[src/rtl/core/itoa_pkg.sv]
// Shared constants and helpers for the integer to ASCII radix converter.
// Used by integer_to_ascii_radix and itoa_divider; depends on nothing else.
package itoa_pkg;

    // Default width of the converted integer.
    localparam int DEFAULT_VALUE_WIDTH = 32;

    // Width of the base field and of one digit value.
    localparam int RADIX_WIDTH = 6;

    // Width of one ASCII character.
    localparam int CHAR_WIDTH = 8;

    // Smallest and largest usable base, and the base that replaces an out-of-range one.
    localparam logic [RADIX_WIDTH-1:0] BASE_MIN     = 6'd2;
    localparam logic [RADIX_WIDTH-1:0] BASE_MAX     = 6'd36;
    localparam logic [RADIX_WIDTH-1:0] BASE_DEFAULT = 6'd10;

    // Character codes.
    localparam logic [CHAR_WIDTH-1:0] DIGIT_OFFSET  = 8'h30;        // '0'
    localparam logic [CHAR_WIDTH-1:0] LETTER_OFFSET = 8'h41 - 8'd10; // 'A' - 10
    localparam logic [CHAR_WIDTH-1:0] MINUS_CHAR    = 8'h2D;        // '-'

    // Map a digit value to its ASCII character: 0-9 then A-Z.
    function automatic logic [CHAR_WIDTH-1:0] ascii_of(input logic [RADIX_WIDTH-1:0] digit);
        logic [CHAR_WIDTH-1:0] wide_digit;
        wide_digit = CHAR_WIDTH'(digit);
        if (digit > RADIX_WIDTH'(9))
        begin
            return wide_digit + LETTER_OFFSET;
        end
        return wide_digit + DIGIT_OFFSET;
    endfunction

endpackage

[src/rtl/core/itoa_divider.sv]
// Bit-serial restoring divider: unsigned dividend by a narrow divisor.
// Depends on itoa_pkg for the divisor width.
module itoa_divider #(
    parameter int VALUE_WIDTH = itoa_pkg::DEFAULT_VALUE_WIDTH
) (
    input  logic                              clk,
    input  logic                              rst_n,
    input  logic                              start,
    input  logic [VALUE_WIDTH-1:0]            dividend,
    input  logic [itoa_pkg::RADIX_WIDTH-1:0]  divisor,
    output logic                              done,
    output logic [VALUE_WIDTH-1:0]            quotient,
    output logic [itoa_pkg::RADIX_WIDTH-1:0]  remainder
);
    import itoa_pkg::*;

    localparam int STEP_W = $clog2(VALUE_WIDTH);

    logic                   busy_reg;
    logic                   done_reg;
    logic [STEP_W-1:0]      step_reg;
    logic [VALUE_WIDTH-1:0] quo_reg;
    logic [RADIX_WIDTH-1:0] rem_reg;
    logic [RADIX_WIDTH-1:0] div_reg;

    logic [RADIX_WIDTH:0]   trial;
    logic [RADIX_WIDTH:0]   diff;
    logic                   take;
    logic [RADIX_WIDTH-1:0] rem_next;

    // One quotient bit per cycle: shift in the next dividend bit and try a subtract.
    always_comb
    begin
        trial    = {rem_reg, quo_reg[VALUE_WIDTH-1]};
        diff     = trial - {1'b0, div_reg};
        take     = (trial >= {1'b0, div_reg});
        rem_next = take ? diff[RADIX_WIDTH-1:0] : trial[RADIX_WIDTH-1:0];
    end

    // Control state of the iteration.
    always_ff @(posedge clk or negedge rst_n)
    begin
        if (!rst_n)
        begin
            busy_reg <= 1'b0;
            done_reg <= 1'b0;
            step_reg <= '0;
        end
        else
        begin
            done_reg <= 1'b0;
            if (start)
            begin
                busy_reg <= 1'b1;
                step_reg <= STEP_W'(VALUE_WIDTH - 1);
            end
            else if (busy_reg)
            begin
                step_reg <= step_reg - STEP_W'(1);
                if (step_reg == '0)
                begin
                    busy_reg <= 1'b0;
                    done_reg <= 1'b1;
                end
            end
        end
    end

    // Partial remainder and quotient shift register.
    always_ff @(posedge clk)
    begin
        if (start)
        begin
            quo_reg <= dividend;
            rem_reg <= '0;
            div_reg <= divisor;
        end
        else if (busy_reg)
        begin
            quo_reg <= {quo_reg[VALUE_WIDTH-2:0], take};
            rem_reg <= rem_next;
        end
    end

    assign done      = done_reg;
    assign quotient  = quo_reg;
    assign remainder = rem_reg;

endmodule

[src/rtl/core/integer_to_ascii_radix.sv]
// Top level of the integer to ASCII converter in bases 2 to 36.
// Depends on itoa_pkg and itoa_divider.

// Each input transfer carries a two's complement value and a base; a base outside
// 2..36 means base 10. The block sends the ASCII digits most significant first
// ('0'-'9', then 'A'-'Z'), with tlast on the final character; zero gives "0".
// Only in base 10 is a negative value printed as '-' and its magnitude; other
// bases print the raw unsigned bit pattern. Digits are produced least significant
// first by a bit-serial divider, kept in a small synchronous digit memory and read
// back in reverse through the read and load states. One item is converted at a
// time; a new one is accepted once the last character sits in the output register.
module integer_to_ascii_radix #(
    parameter int VALUE_WIDTH = itoa_pkg::DEFAULT_VALUE_WIDTH
) (
    input  logic clk,
    input  logic rst_n,

    // Input stream.
    input  logic s_axis_tvalid,
    output logic s_axis_tready,
    // Fields from bit 0 up: value (VALUE_WIDTH, signed), radix (6), zero padding.
    input  logic [((VALUE_WIDTH + itoa_pkg::RADIX_WIDTH + 7) / 8) * 8 - 1:0] s_axis_tdata,

    // Output stream.
    output logic m_axis_tvalid,
    input  logic m_axis_tready,
    // Fields from bit 0 up: character (8).
    output logic [itoa_pkg::CHAR_WIDTH-1:0] m_axis_tdata,
    output logic m_axis_tlast
);
    import itoa_pkg::*;

    localparam int IDX_W = $clog2(VALUE_WIDTH);
    localparam int CNT_W = $clog2(VALUE_WIDTH + 1);

    typedef enum logic [2:0] {
        ST_IDLE,
        ST_DIVIDE,
        ST_SIGN,
        ST_READ,
        ST_LOAD
    } state_t;

    state_t                 state_reg;
    logic [CNT_W-1:0]       cnt_reg;
    logic                   neg_reg;
    logic [RADIX_WIDTH-1:0] base_reg;

    logic                   out_valid_reg;
    logic [CHAR_WIDTH-1:0]  out_char_reg;
    logic                   out_last_reg;

    // Digit memory, least significant digit first.
    logic [RADIX_WIDTH-1:0] digit_mem [VALUE_WIDTH];
    logic [RADIX_WIDTH-1:0] rd_data_reg;

    logic                   in_xfer;
    logic                   out_xfer;
    logic                   slot_free;
    logic [VALUE_WIDTH-1:0] in_value;
    logic [RADIX_WIDTH-1:0] in_radix;
    logic [RADIX_WIDTH-1:0] in_base;
    logic                   in_neg;
    logic [VALUE_WIDTH-1:0] in_mag;
    logic [CNT_W-1:0]       cnt_dec;

    logic                   div_start;
    logic [VALUE_WIDTH-1:0] div_dividend;
    logic                   div_done;
    logic [VALUE_WIDTH-1:0] div_quotient;
    logic [RADIX_WIDTH-1:0] div_remainder;

    // Handshakes and input decoding.
    always_comb
    begin
        in_xfer   = s_axis_tvalid && s_axis_tready;
        out_xfer  = out_valid_reg && m_axis_tready;
        slot_free = !out_valid_reg || m_axis_tready;
        in_value  = s_axis_tdata[VALUE_WIDTH-1:0];
        in_radix  = s_axis_tdata[VALUE_WIDTH +: RADIX_WIDTH];
        in_base   = (in_radix < BASE_MIN || in_radix > BASE_MAX) ? BASE_DEFAULT : in_radix;
        in_neg    = (in_base == BASE_DEFAULT) && in_value[VALUE_WIDTH-1];
        in_mag    = in_neg ? (VALUE_WIDTH'(0) - in_value) : in_value;
        cnt_dec   = cnt_reg - CNT_W'(1);
    end

    // Start a division on a new item, and again while the quotient is nonzero.
    always_comb
    begin
        div_start    = 1'b0;
        div_dividend = div_quotient;
        if (state_reg == ST_IDLE)
        begin
            div_start    = in_xfer;
            div_dividend = in_mag;
        end
        else if (state_reg == ST_DIVIDE)
        begin
            div_start = div_done && (div_quotient != '0);
        end
    end

    itoa_divider #(
        .VALUE_WIDTH (VALUE_WIDTH)
    ) u_divider (
        .clk       (clk),
        .rst_n     (rst_n),
        .start     (div_start),
        .dividend  (div_dividend),
        .divisor   (state_reg == ST_IDLE ? in_base : base_reg),
        .done      (div_done),
        .quotient  (div_quotient),
        .remainder (div_remainder)
    );

    // Digit memory: write each remainder, read back in reverse order.
    always_ff @(posedge clk)
    begin
        if (state_reg == ST_DIVIDE && div_done)
        begin
            digit_mem[cnt_reg[IDX_W-1:0]] <= div_remainder;
        end
        if (state_reg == ST_READ)
        begin
            rd_data_reg <= digit_mem[cnt_dec[IDX_W-1:0]];
        end
    end

    // Sequencer and output register.
    always_ff @(posedge clk or negedge rst_n)
    begin
        if (!rst_n)
        begin
            state_reg     <= ST_IDLE;
            cnt_reg       <= '0;
            neg_reg       <= 1'b0;
            base_reg      <= '0;
            out_valid_reg <= 1'b0;
            out_char_reg  <= '0;
            out_last_reg  <= 1'b0;
        end
        else
        begin
            if (out_xfer)
            begin
                out_valid_reg <= 1'b0;
            end

            unique case (state_reg)
                ST_IDLE:
                begin
                    if (in_xfer)
                    begin
                        neg_reg   <= in_neg;
                        base_reg  <= in_base;
                        cnt_reg   <= '0;
                        state_reg <= ST_DIVIDE;
                    end
                end

                ST_DIVIDE:
                begin
                    if (div_done)
                    begin
                        cnt_reg <= cnt_reg + CNT_W'(1);
                        if (div_quotient == '0)
                        begin
                            state_reg <= ST_SIGN;
                        end
                    end
                end

                ST_SIGN:
                begin
                    if (!neg_reg)
                    begin
                        state_reg <= ST_READ;
                    end
                    else if (slot_free)
                    begin
                        out_valid_reg <= 1'b1;
                        out_char_reg  <= MINUS_CHAR;
                        out_last_reg  <= 1'b0;
                        state_reg     <= ST_READ;
                    end
                end

                ST_READ:
                begin
                    state_reg <= ST_LOAD;
                end

                ST_LOAD:
                begin
                    if (slot_free)
                    begin
                        out_valid_reg <= 1'b1;
                        out_char_reg  <= ascii_of(rd_data_reg);
                        out_last_reg  <= (cnt_reg == CNT_W'(1));
                        cnt_reg       <= cnt_dec;
                        state_reg     <= (cnt_reg == CNT_W'(1)) ? ST_IDLE : ST_READ;
                    end
                end

                default:
                begin
                    state_reg <= ST_IDLE;
                end
            endcase
        end
    end

    assign s_axis_tready = (state_reg == ST_IDLE);
    assign m_axis_tvalid = out_valid_reg;
    assign m_axis_tdata  = out_char_reg;
    assign m_axis_tlast  = out_last_reg;

endmodule
[config.mk]
export PLATFORM = sky130hd
export DESIGN_NAME = integer_to_ascii_radix
export DESIGN_NICKNAME = d
export VERILOG_FILES = /design/src/rtl/core/itoa_pkg.sv /design/src/rtl/core/itoa_divider.sv /design/src/rtl/core/integer_to_ascii_radix.sv
export SDC_FILE = /design/constraint.sdc
export NUM_CORES = 1
export LEC_CHECK = 0
export ABC_AREA = 1
export BUFFER_PORTS_ARGS = -buffer_cell sky130_fd_sc_hd__buf_2
export CORE_ASPECT_RATIO = 0.7
export CORE_MARGIN = 1
export CORE_UTILIZATION = 55
export CTS_CLUSTER_SIZE = 10
export DETAILED_ROUTE_END_ITERATION = 7
export PLACE_DENSITY_LB_ADDON = 0.15
export SYNTH_ARGS = -nofsm -noshare
export SYNTH_HDL_FRONTEND = slang
export SYNTH_SLANG_ARGS = --single-unit
[constraint.sdc]
create_clock -name clk -period 4.2 [get_ports clk]
set_clock_uncertainty 0.2 [all_clocks]
set_input_delay 0.63 -clock clk [delete_from_list [all_inputs] [get_ports clk]]
set_output_delay 0.63 -clock clk [all_outputs]
set_load 0.05 [all_outputs]
# Word level (Yosys, flattened, before mapping)
# Memories as Yosys holds them, arrays and structs flattened. A register that Yosys moved wholly into a read port is not among the register bits.
# Cells that the tools add are included.
# word_totals
mem_bits_rw	192
mem_count	1
output_inout_bits	11
wordCells	107
regBits	77
latchBits	0
romBits	0
# classes
magnitude_cmp	4
multipliers	0
div_mod_pow	0
reduce_logical	20
mux	48
add_sub_neg	7
shift	0
eq_ne	14
bitwise_logic	0
# mem_list
memory	words	word_bits	read_ports	rd_clocked_by_memory_dff	wr	line_no	source
digit_mem	32	6	1	1	1	integer_to_ascii_radix.sv:54	logic [RADIX_WIDTH-1:0] digit_mem [VALUE_WIDTH];
# ops
cell	n
2-to-1 mux 32 bit	4
2-to-1 mux 8 bit	5
2-to-1 mux 6 bit	6
zero test 32 bit	1
nonzero test 32 bit	1
subtractor 1 x 32 -> 32 bit (first input constant)	1
2-to-1 mux 1 bit	19
2-to-1 mux 3 bit	6
case mux 6 bit (3 select lines)	1
case mux 8 bit (2 select lines)	1
case mux 3 bit (5 select lines)	1
adder 6 x 6 -> 7 bit (second input constant)	2
2-to-1 mux 5 bit	2
inequality test 2 bit (second input constant)	4
AND reduction 4 bit	2
greater-or-equal comparator 7 x 6 -> 1 bit	1
adder 6 x 1 -> 6 bit (second input constant)	1
equality test 3 x 2 -> 1 bit (second input constant)	2
equality test 6 x 1 -> 1 bit (second input constant)	1
equality test 6 x 4 -> 1 bit (second input constant)	1
> comparator 6 x 4 -> 1 bit (second input constant)	1
> comparator 6 bit (second input constant)	1
less-than comparator 6 x 2 -> 1 bit (second input constant)	1
inequality test 2 x 1 -> 1 bit (second input constant)	3
other kinds (17)	25

# Depth between registers and ports, before layout
# Gate-level depths: netlist of run 1.
# logic_depth
depth_word	8
mapped_depth	14

# By module
# Synthesis of run 1 repeated with hierarchy kept, for this count alone.
# unflattened
cells_unflattened	1500
hier_area_um2	13646.8
# modules_own_cells
module	instances	cells_per_inst	area_per_inst_um2
integer_to_ascii_radix	1	1227	11141.9
itoa_divider	1	273	2504.9

# Least setup slack after synthesis of run 1
# Ideal clock, no wire load.
# synth_timing
kind	reg2reg
startpoint	register state_reg[1]
endpoint	register u_divider.quo_reg[0] (netlist: u_divider.quotient[0]) (enable)
path_stages_with_launch	8
setup_time_ns	0.387
path_buffers	0
arrival_ns	1.997
slack_ns	1.616
synth_period_minus_slack_ns	2.584
cell_sequence	dfrtp_1 -> inv_1 -> nand2_1 -> nor2_2 -> inv_2 -> nor2_2 -> o21ai_0 -> inv_1
# synth_between
elab_chain_len	5
# synth_rtl
item	line_no	source
from (decl)	integer_to_ascii_radix.sv:44	state_t state_reg;
from (signal assigned)	integer_to_ascii_radix.sv:201	state_reg <= (cnt_reg == CNT_W'(1)) ? ST_IDLE : ST_READ;
zero test 3 bit (*)	integer_to_ascii_radix.sv:213	assign s_axis_tready = (state_reg == ST_IDLE);
net s_axis_tready	integer_to_ascii_radix.sv:20	output logic s_axis_tready,
logical AND 1 bit	integer_to_ascii_radix.sv:76	in_xfer = s_axis_tvalid && s_axis_tready;
2-to-1 mux 1 bit	integer_to_ascii_radix.sv:92	if (state_reg == ST_IDLE)
inequality test 2 bit (no line) / nonzero test 2 bit (equally long branches)	n/a	
AND reduction 2 bit (no line) (*)	n/a	
to (signal assigned)	itoa_divider.sv:74	quo_reg <= dividend;
to (signal assigned)	itoa_divider.sv:80	quo_reg <= {quo_reg[VALUE_WIDTH-2:0], take};
to (decl)	itoa_divider.sv:22	logic [VALUE_WIDTH-1:0] quo_reg;
# The timed path passes the listed nets; every way through them passes the cells marked *.
# A chain may end at the register's enable or synchronous reset.

# Final worst setup path of run 1
# layout_timing
startpoint	register cnt_reg[1]
endpoint	register rd_data_reg[5], read port of digit_mem, data pin
# layout_between
elab_chain_len	1
# layout_rtl
item	line_no	source
from (decl)	integer_to_ascii_radix.sv:45	logic [CNT_W-1:0] cnt_reg;
from (signal assigned)	integer_to_ascii_radix.sv:165	cnt_reg <= cnt_reg + CNT_W'(1);
from (signal assigned)	integer_to_ascii_radix.sv:200	cnt_reg <= cnt_dec;
subtractor 6 x 1 -> 6 bit	integer_to_ascii_radix.sv:84	cnt_dec = cnt_reg - CNT_W'(1);
to (decl)	integer_to_ascii_radix.sv:55	logic [RADIX_WIDTH-1:0] rd_data_reg;
# No other way between the ends.

==> results of run 1 <==
[what timing repair did]
item | 4_1_cts | 5_1_grt
endpoints found under the hold margin | 32 | 0
hold buffers | 1 | 0
setup endpoints to repair | 0 | 0
[area by class of cell]
cell class              count  area (sq um)  share of cell area
clock buffers              56           870              0.0598
clock inverters             2          13.8            0.000947
inverters                 108           405              0.0279
multi-input cells         936          4470               0.308
flip-flops and latches    274          8010               0.551
well taps                 312           390              0.0268
repair buffers             67           378              0.0260
[routing by layer]
layer,vias to the layer above,part of all wire,track usage
met5,-,0,0
met4,0,0.015,0.0478
met3,47,0.088,0.0470
met2,415,0.40,0.341
met1,4708,0.50,0.421
li1,4837,-,-
[logic make-up (layout without fill, tap and decap cells)]
logic type	count (synthesis)	after routing	synth area share
compound gates	235	235	0.106
xor+xnor	8	8	0.00647
fa+ha+maj	18	18	0.0177
buf+inv	169	233	0.0513
flops	274	274	0.609
other cells	1	1	0.000285
simple gates	674	674	0.209
[power breakdown]
group | internal [mW] | switching, mW
logic | 1.15 | 2.86
clock network | 1.38 | 1.02
registers | 3.66 | 0.210
total | 6.19 | 4.09
[final timing paths]
kind                                        end  slack [ns]  depth (start not counted)
worst max-delay path             rd_data_reg[5]        1.18                         10
worst min-delay path                base_reg[0]        0.20                          3
worst max register to register   rd_data_reg[5]        1.18                         10
worst min register to register       cnt_reg[5]        0.27                          2
max in group asynchronous            cnt_reg[0]        2.78                          2
min in group asynchronous       m_axis_tdata[3]        0.49                          2
[worst max-delay path, cell delays in order, from the launching register on]
cell and delay [ns]:
dfrtp_1 0.42, inv_1 0.17, ha_1 0.27, inv_1 0.67, buf_4 0.30, o21ai_0 0.10, o221ai_1 0.34, o211ai_1 0.15
nand2_1 0.11, nand2_1 0.05, nand2_1 0.10
[through the flow]
step	setup slack (ns)	utilization	total power, mW	cell area [sq um]
floorplan	1.62	-	6.55	13200
global placement	1.24	0.593	7.78	13600
detailed placement	1.16	0.593	7.86	13600
CTS	1.22	0.632	10.3	14500
global route	0.999	0.632	10.9	14500
finish	1.18	0.632	10.3	14500
[layout by cell type (no fill, tap or decap), types with 2 or more instances in the layout]
cell / synthesis / routed
clkbuf_16: 0 / 31
o32ai_1: 3 / 3
o21ai_1: 4 / 4
a31oi_1: 3 / 3
nor2_2: 4 / 3
xor2_2: 2 / 2
nor2_1: 232 / 232
clkbuf_1: 35 / 25
inv_2: 6 / 6
nand3b_1: 2 / 2
xor2_1: 4 / 4
o22ai_1: 13 / 13
or2_2: 2 / 2
xnor2_1: 2 / 2
nand3_1: 110 / 110
o211ai_1: 20 / 20
nor3_1: 6 / 6
buf_4: 3 / 15
o21ai_0: 131 / 131
o221ai_1: 31 / 31
inv_1: 102 / 102
a21oi_1: 22 / 22
o21a_1: 2 / 2
o21bai_1: 3 / 3
dfxtp_1: 6 / 6
buf_2: 23 / 51
edfxtp_1: 236 / 236
nand2_1: 298 / 298
dfrtp_1: 32 / 31
nand4_1: 15 / 15
ha_1: 17 / 17
nand2_2: 2 / 2
==> impl_metrics.ini, run 1 <==
[timing]
fin_crit_sh = 0.719
holdWs_ns = 0.203
rsz0062_at_grt = no
drv_slew = 0
hold_viol = 0
final.min_clock_period_ns = 3.02
worst-slew-pin-transition_ns = 1.02
slew_headroom = 0.317
fmax_ghz = 0.331
finalSetupTns_ns = 0
setup_viol = 0

[cells_and_area]
n_antenna_cell = 0
post_route_cells_drive_above_1_share = 0.0811
area_growth_pct = 10.6
num-fill-cells = 1903
largest_register_ffs = 192
final_nets = 1480
instances_no_fill = 1755

[synth]
synth_top_flop_cell = edfxtp_1
netlist_area_sq_mm = 0.0132
yosys-top-cells-area = edfxtp_1 54%, nand2_1 8.5%, nor2_1 6.6%
yosys.area.top_type = edfxtp_1
ys_warn_count = 0
synthTopCellsByCount = 298 x nand2_1, 236 x edfxtp_1, 232 x nor2_1, 131 x o21ai_0, 110 x nand3_1
yosysTopAreaCellShare = 0.539
synth_cell_types = 39
synth_nets = 1441
yosysMostFrequentCell = nand2_1
async_flop_share = 0.117
synth_edf_count = 236
yosysSeqAreaShare = 0.609
synth-seq-cells = 274
synth.avg_cell_area_sq_um = 9.54
synthCells = 1379

[critical_path]
required_ns = 4.42
worstPathArrival_ns = 3.24
cp-end-kind = register
critPathLaunchType = register
worst-setup-path-type = register to register
timing.rr.start = cnt_reg[1]
crit_path_max_fanout = 27
critPathLaunch = cnt_reg[1]

[route]
avgViaCountPerCell = 5.70
drtPass1Iterations = 7
route.vias.total = 10000
remaining_drc_errors = 0
wirelength_um = 31200
routedWlPerCell_um = 17.8
drt-initial-drc-count = 1117
ant_nets = 0

[cts]
numClockSinks = 274
post_cts_resized = 0
clk_latency_ns = 0.56
cts_htree_levels = 1
numCtsBuffers = 31
clk_pin_slew_ns = 0.06
post_cts_buffers = 0
cts-root-buf = clkbuf_16
cts_tree = built
cts_buffer_depth = 3

[power_and_ir_drop]
peakVddDrop_mv = 0.496
power_density_mw_per_mm2 = 707
power_leakage_nw = 5.65

[global_routing]
grtUsageTotal = 0.253
antenna_found_initial = 0
grt_pass1_wl_um = 49100
grt_max_degree = 100
overflow = 0
grt_pass1_vias = 8818

[placement]
dp.cells = 1696
place_congestion = 0.879
dpl.hpwl_um = 20100
port-buffer-count = 51

[die]
row_count = 46
dieArea_sq_mm = 0.0245
die-height_um = 131
fp.dieW_um = 187
io_pins = 55
coreArea_sq_mm = 0.0230
start_util = 0.571

[min_path]
hold_class = primary input to register
hp-start = s_axis_tdata[32]

[run]
maxCapViolations = 0

[status]
run_status = completed
Note: power is estimated with default switching activity, not from simulation.
==> inputs of run 2 (changes only) <==
- clock period: 4.2 -> 3.2 ns (I/O delays scaled with it)
==> run 2 against run 1 <==
Against the previous run: first-iteration DRC count is 5.9% higher; global-route usage rose by 0.51 points; cell count about the same; utilization up 0.33 points; fmax increased by 8.1%; die area is the same; critical path type unchanged; largest power group unchanged.
==> impl_metrics.ini, run 2 (synthesis results as in run 1) <==
[critical_path]
cp.depth = 4
required_ns = 3.18
r2r_cells = 4
r2r_slack_ns = 0.41
worstPathArrival_ns = 2.77
path_cells = buf_4 > ha_1 > nand2_1 > nor2_1
crit_path_max_fanout = 71
crit_buf_inv = 1
cpPeakStageDelay_ns = 0.60
timing.rr.start = cnt_reg[0]
critPathTopFamily = simple AND/OR/NAND/NOR gates
critPathSlowestCell = nor2_1
worst-setup-path-type = register to register
cp-end-kind = register
timing.rr.end = digit_mem[1][3]
critPathLaunchType = register

[cts]
cts_htree_levels = 1
cts_tree = built
clk_pin_slew_ns = 0.06
post_cts_resized = 0
post_cts_buffers = 0
cts-root-buf = clkbuf_16
numClockSinks = 274
clk_latency_ns = 0.55
numCtsBuffers = 31
cts_buffer_depth = 3

[global_routing]
overflow = 0
grt_pass1_vias = 9073
grtUsageTotal = 0.258
antenna_found_initial = 0
grt_pass1_wl_um = 50000
grt_max_degree = 72

[timing]
final.min_clock_period_ns = 2.79
drv_slew = 0
fin_crit_sh = 0.873
worst-slew-pin-transition_ns = 0.838
rsz0062_at_grt = no
hold_viol = 0
fmax_ghz = 0.358
finalSetupTns_ns = 0
setup_viol = 0
slew_headroom = 0.437

[min_path]
hold_class = primary input to register
holdPathEnd = base_reg[4]
min_path_cells = 3
hp-start = s_axis_tdata[36]

[cells_and_area]
final_nets = 1493
fin_area_sq_mm = 0.0146
layout.cells.most_common = nand2_1
post_route_cells_drive_above_1_share = 0.0893
num-fill-cells = 1883
n_antenna_cell = 0
area_growth_pct = 11.1
final_cell_mix = 298 x nand2_1, 236 x edfxtp_1, 232 x nor2_1, 131 x o21ai_0, 110 x nand3_1
largest_register_ffs = 192

[route]
routedLengthMet1_um = 15000
wl_met3_um = 3480
top_layer_used = met4
route.vias.total = 10200
drt-initial-drc-count = 1183
avgViaCountPerCell = 5.79
wirelength_um = 31500
wl_met2_um = 12600
drtPass1Iterations = 6
ant_nets = 0
remaining_drc_errors = 0
routedWlPerCell_um = 17.9

[power_and_ir_drop]
p_int_mw = 8.16
power_leakage_nw = 5.70
p_clk_frac = 0.226
swShare = 0.397
power_density_mw_per_mm2 = 926
power_switching_mw = 5.37
peakVddDrop_mv = 0.708
combPwrFrac = 0.398
p_seq_frac = 0.376

[run]
maxCapViolations = 0

[die]
row_count = 46
start_util = 0.571
die-height_um = 131
fp.dieW_um = 187
dieArea_sq_mm = 0.0245
coreArea_sq_mm = 0.0230
io_pins = 55

[placement]
dpl.hpwl_um = 20600
port-buffer-count = 51
place_area_sq_mm = 0.0138
place_congestion = 0.895

[status]
run_status = completed
[run 2: cell count changes in the layout (fill, tap and decap cells not counted)]
cell,delta
buf_4,+11
clkbuf_1,-11
buf_12,+2
clkinv_2,-1
clkinvlp_4,+1
inv_6,-1
[run 2: worst max path at each step]
stage                                  to    startpoint
finish                    digit_mem[1][3]    cnt_reg[0]
global route               rd_data_reg[1]    cnt_reg[1]
CTS                       digit_mem[1][3]    cnt_reg[0]
detailed placement        digit_mem[1][2]    cnt_reg[0]
global placement          digit_mem[5][5]    cnt_reg[0]
floorplan           u_divider.quotient[0]  state_reg[1]
[run 2: worst register-to-register path, delay by kind of cell (launching register included)]
family                   cells  cell delay, ns
flip-flops                   1            0.41
buffers and inverters        1            0.58
AND/OR/NAND/NOR              2            0.94
adder cells (fa/ha/maj)      1            0.29
[run 2: per-layer routing]
layer / global-route usage / vias up
met5: 0 / -
met4: 0.0419 / 0
met3: 0.0593 / 43
met1: 0.429 / 4805
li1: - / 4858
met2: 0.343 / 465
[run 2: power by group through the flow]
| stage | registers (mW) | clock network (mW) | logic [mW] |
|---|---|---|---|
| after floorplan | 5.24 | 0 | 3.35 |
| after global placement | 5.14 | 0 | 5.18 |
| after detailed placement | 5.14 | 0 | 5.28 |
| after CTS | 5.08 | 3.09 | 5.31 |
| after global routing | 5.14 | 3.22 | 5.95 |
| final | 5.09 | 3.05 | 5.39 |
[run 2: final cells by class]
type / count / area, sq um / area share
Clock inverter: 1 / 7.51 / 0.000514
Timing Repair Buffer: 80 / 500 / 0.0342
Multi-Input combinational cell: 936 / 4470 / 0.306
Inverter: 108 / 405 / 0.0277
Clock buffer: 45 / 828 / 0.0567
Sequential cell: 274 / 8010 / 0.548
Tap cell: 312 / 390 / 0.0267
[run 2: through the flow]
| step | hold WS [ns] | utilization | std cells | total power [mW] | setup WS, ns |
|---|---|---|---|---|---|
| after floorplan | -0.0156 | - | 1379 | 8.59 | 0.616 |
| after global placement | 0.260 | 0.598 | 1709 | 10.3 | 0.513 |
| final | 0.0617 | 0.635 | 1756 | 13.5 | 0.408 |
| after detailed placement | 0.261 | 0.598 | 1709 | 10.4 | 0.487 |
| after CTS | 0.0499 | 0.635 | 1756 | 13.5 | 0.467 |
| after global routing | 0.0822 | 0.635 | 1756 | 14.3 | 0.276 |
[run 2: timing repair]
item | CTS | global route
hold endpoints to repair | 32 | 0
hold buffers | 1 | 0
setup endpoints to repair | 0 | 0
==> inputs of run 3 (changes only) <==
- clock period: 3.2 -> 2.6 ns (I/O delays scaled with it)
==> run 3 against run 2 <==
Against the previous run: global-route usage rose by 1.1 points; cell area rose by 2.5%; clock power rose by 22%; combinational power rose by 26%; register-to-register slack got worse by 0.31 ns; non-clock buffer count rose by 40; utilization rose by 1.6 points; first-iteration DRC count rose by 1.9%; routed wire length rose by 4.3%.
==> impl_metrics.ini, run 3 (synthesis results as in run 1) <==
[critical_path]
path_cells = inv_1 > ha_1 > xor2_4 > buf_4 > o221ai_1 > o211ai_1 > nand2_1 > nand2_1 > nand2_1
cp-end-kind = register
cpMostUsedCell = nand2_1
worst-setup-path-type = register to register
crit_path_max_fanout = 18
required_ns = 2.70
worstPathArrival_ns = 2.61
critPathSlowestCell = dfrtp_1
critPathLaunchType = register
cpPeakStageDelay_ns = 0.38

[global_routing]
overflow = 0
grt_pass1_vias = 9388
grt_max_degree = 100
antenna_found_initial = 0
grt_pass1_wl_um = 52000
grtUsageTotal = 0.269
grtUsageMet2 = 0.361
met3_usage = 0.0550
use_met1 = 0.443
grt-busiest-layer = met1

[power_and_ir_drop]
combPwrFrac = 0.406
p_seq_frac = 0.372
power_switching_mw = 6.63
p_int_mw = 10.2
swShare = 0.395
peakVddDrop_mv = 1.03
power_density_mw_per_mm2 = 1120
power_leakage_nw = 5.93
p_clk_frac = 0.222

[timing]
slew_headroom = 0.392
hold_viol = 0
drv_slew = 0
rsz0062_at_grt = no
worst-slew-pin-transition_ns = 0.899
fin_ws_ns = 0.0937
fmax_ghz = 0.399
final.min_clock_period_ns = 2.51
fin_crit_sh = 0.964
finalSetupTns_ns = 0
setup_viol = 0

[die]
fp.dieW_um = 187
die-height_um = 131
io_pins = 55
dieArea_sq_mm = 0.0245
row_count = 46
coreArea_sq_mm = 0.0230
start_util = 0.571

[route]
drtPass1Iterations = 6
route.vias.total = 10400
avgViaCountPerCell = 5.77
remaining_drc_errors = 0
drt-initial-drc-count = 1206
routedWlPerCell_um = 18.3
ant_nets = 0
wirelength_um = 32800

[placement]
dp.cells = 1744
port-buffer-count = 51
dpl.hpwl_um = 21200
place_congestion = 0.906
dpl_worst_slack_ns = 0.0938

[cts]
numClockSinks = 274
clk_pin_slew_ns = 0.06
cts-root-buf = clkbuf_16
cts_htree_levels = 1
cts_tree = built
numCtsBuffers = 31
clk_latency_ns = 0.54
cts_buffer_depth = 3

[cells_and_area]
post_route_cells_drive_above_1_share = 0.111
instances_no_fill = 1796
largest_register_ffs = 192
final_cell_mix = 298 x nand2_1, 236 x edfxtp_1, 232 x nor2_1, 131 x o21ai_0, 109 x nand3_1
num-fill-cells = 1881
layout.cells.most_common = nand2_1
utilization = 0.651
final_nets = 1533
n_antenna_cell = 0
area_growth_pct = 13.9

[min_path]
hold_class = primary input to register

[run]
maxCapViolations = 0

[status]
run_status = completed
==> run 3: layout make-up <==
class	instances	area (sq um)	area share
well taps	312	390	0.0261
flip-flops and latches	274	8010	0.535
clock buffers	45	828	0.0553
clock inverters	1	5.00	0.000334
repair buffers	120	842	0.0562
inverters	108	408	0.0272
multi-input cells	936	4500	0.300
==> run 3: metrics by stage <==
| stage | instance area [sq um] | power [mW] | hold WS (ns) |
|---|---|---|---|
| after floorplan | 13200 | 10.6 | -0.106 |
| after global placement | 14100 | 12.8 | 0.260 |
| after detailed placement | 14100 | 13.0 | 0.271 |
| after CTS | 15000 | 16.7 | 0.0319 |
| after global routing | 15000 | 17.8 | 0.0593 |
| final | 15000 | 16.8 | 0.0540 |
==> run 3: power by group through the flow <==
| stage | registers, mW | clock network [mW] | logic [mW] |
|---|---|---|---|
| 3_5_place_dp | 6.32 | 0 | 6.65 |
| 2_1_floorplan | 6.45 | 0 | 4.13 |
| 3_3_place_gp | 6.30 | 0 | 6.50 |
| 6_report | 6.25 | 3.73 | 6.81 |
| 4_1_cts | 6.24 | 3.78 | 6.71 |
| 5_1_grt | 6.31 | 3.93 | 7.54 |
==> run 3: per-layer routing <==
metal | part of all wire | up-vias | wire length [um]
met3 | 0.11 | 42 | 3570
li1 | - | 4935 | -
met2 | 0.40 | 512 | 13200
met5 | 0 | - | 0
met4 | 0.014 | 0 | 473
met1 | 0.48 | 4875 | 15600
==> run 3: path summary, 6_finish.rpt <==
kind | start | endpoint | slack [ns] | cells past startpoint
setup / recovery | cnt_reg[1] | rd_data_reg[3] | 0.09 | 9
hold / removal | s_axis_tdata[0] | u_divider.quotient[0] | 0.05 | 3
setup reg to reg | cnt_reg[1] | rd_data_reg[3] | 0.09 | 9
hold reg to reg | cnt_reg[5] | cnt_reg[5] | 0.28 | 2
max in group asynchronous | rst_n | cnt_reg[0] | 1.40 | 2
min in group asynchronous | rst_n | m_axis_tdata[2] | 0.26 | 2
==> run 3: critical path: cells and delay by family (launching register included) <==
family	cells	cell delay, ns
buffers and inverters	2	0.47
AOI/OAI and AO/OA	2	0.39
DFF	1	0.38
adders and majority gates	1	0.32
xor gates and xnor gates	1	0.28
and+or+nand+nor	3	0.22
==> run 3: repair_timing <==
| action | in CTS | in global routing |
|---|---|---|
| gates resized for setup | 0 | 6 |
| setup endpoints to repair | 0 | 12 |
| endpoints found under the hold margin | 37 | 0 |
| buffers inserted | 0 | 0 |
| hold buffers | 6 | 0 |
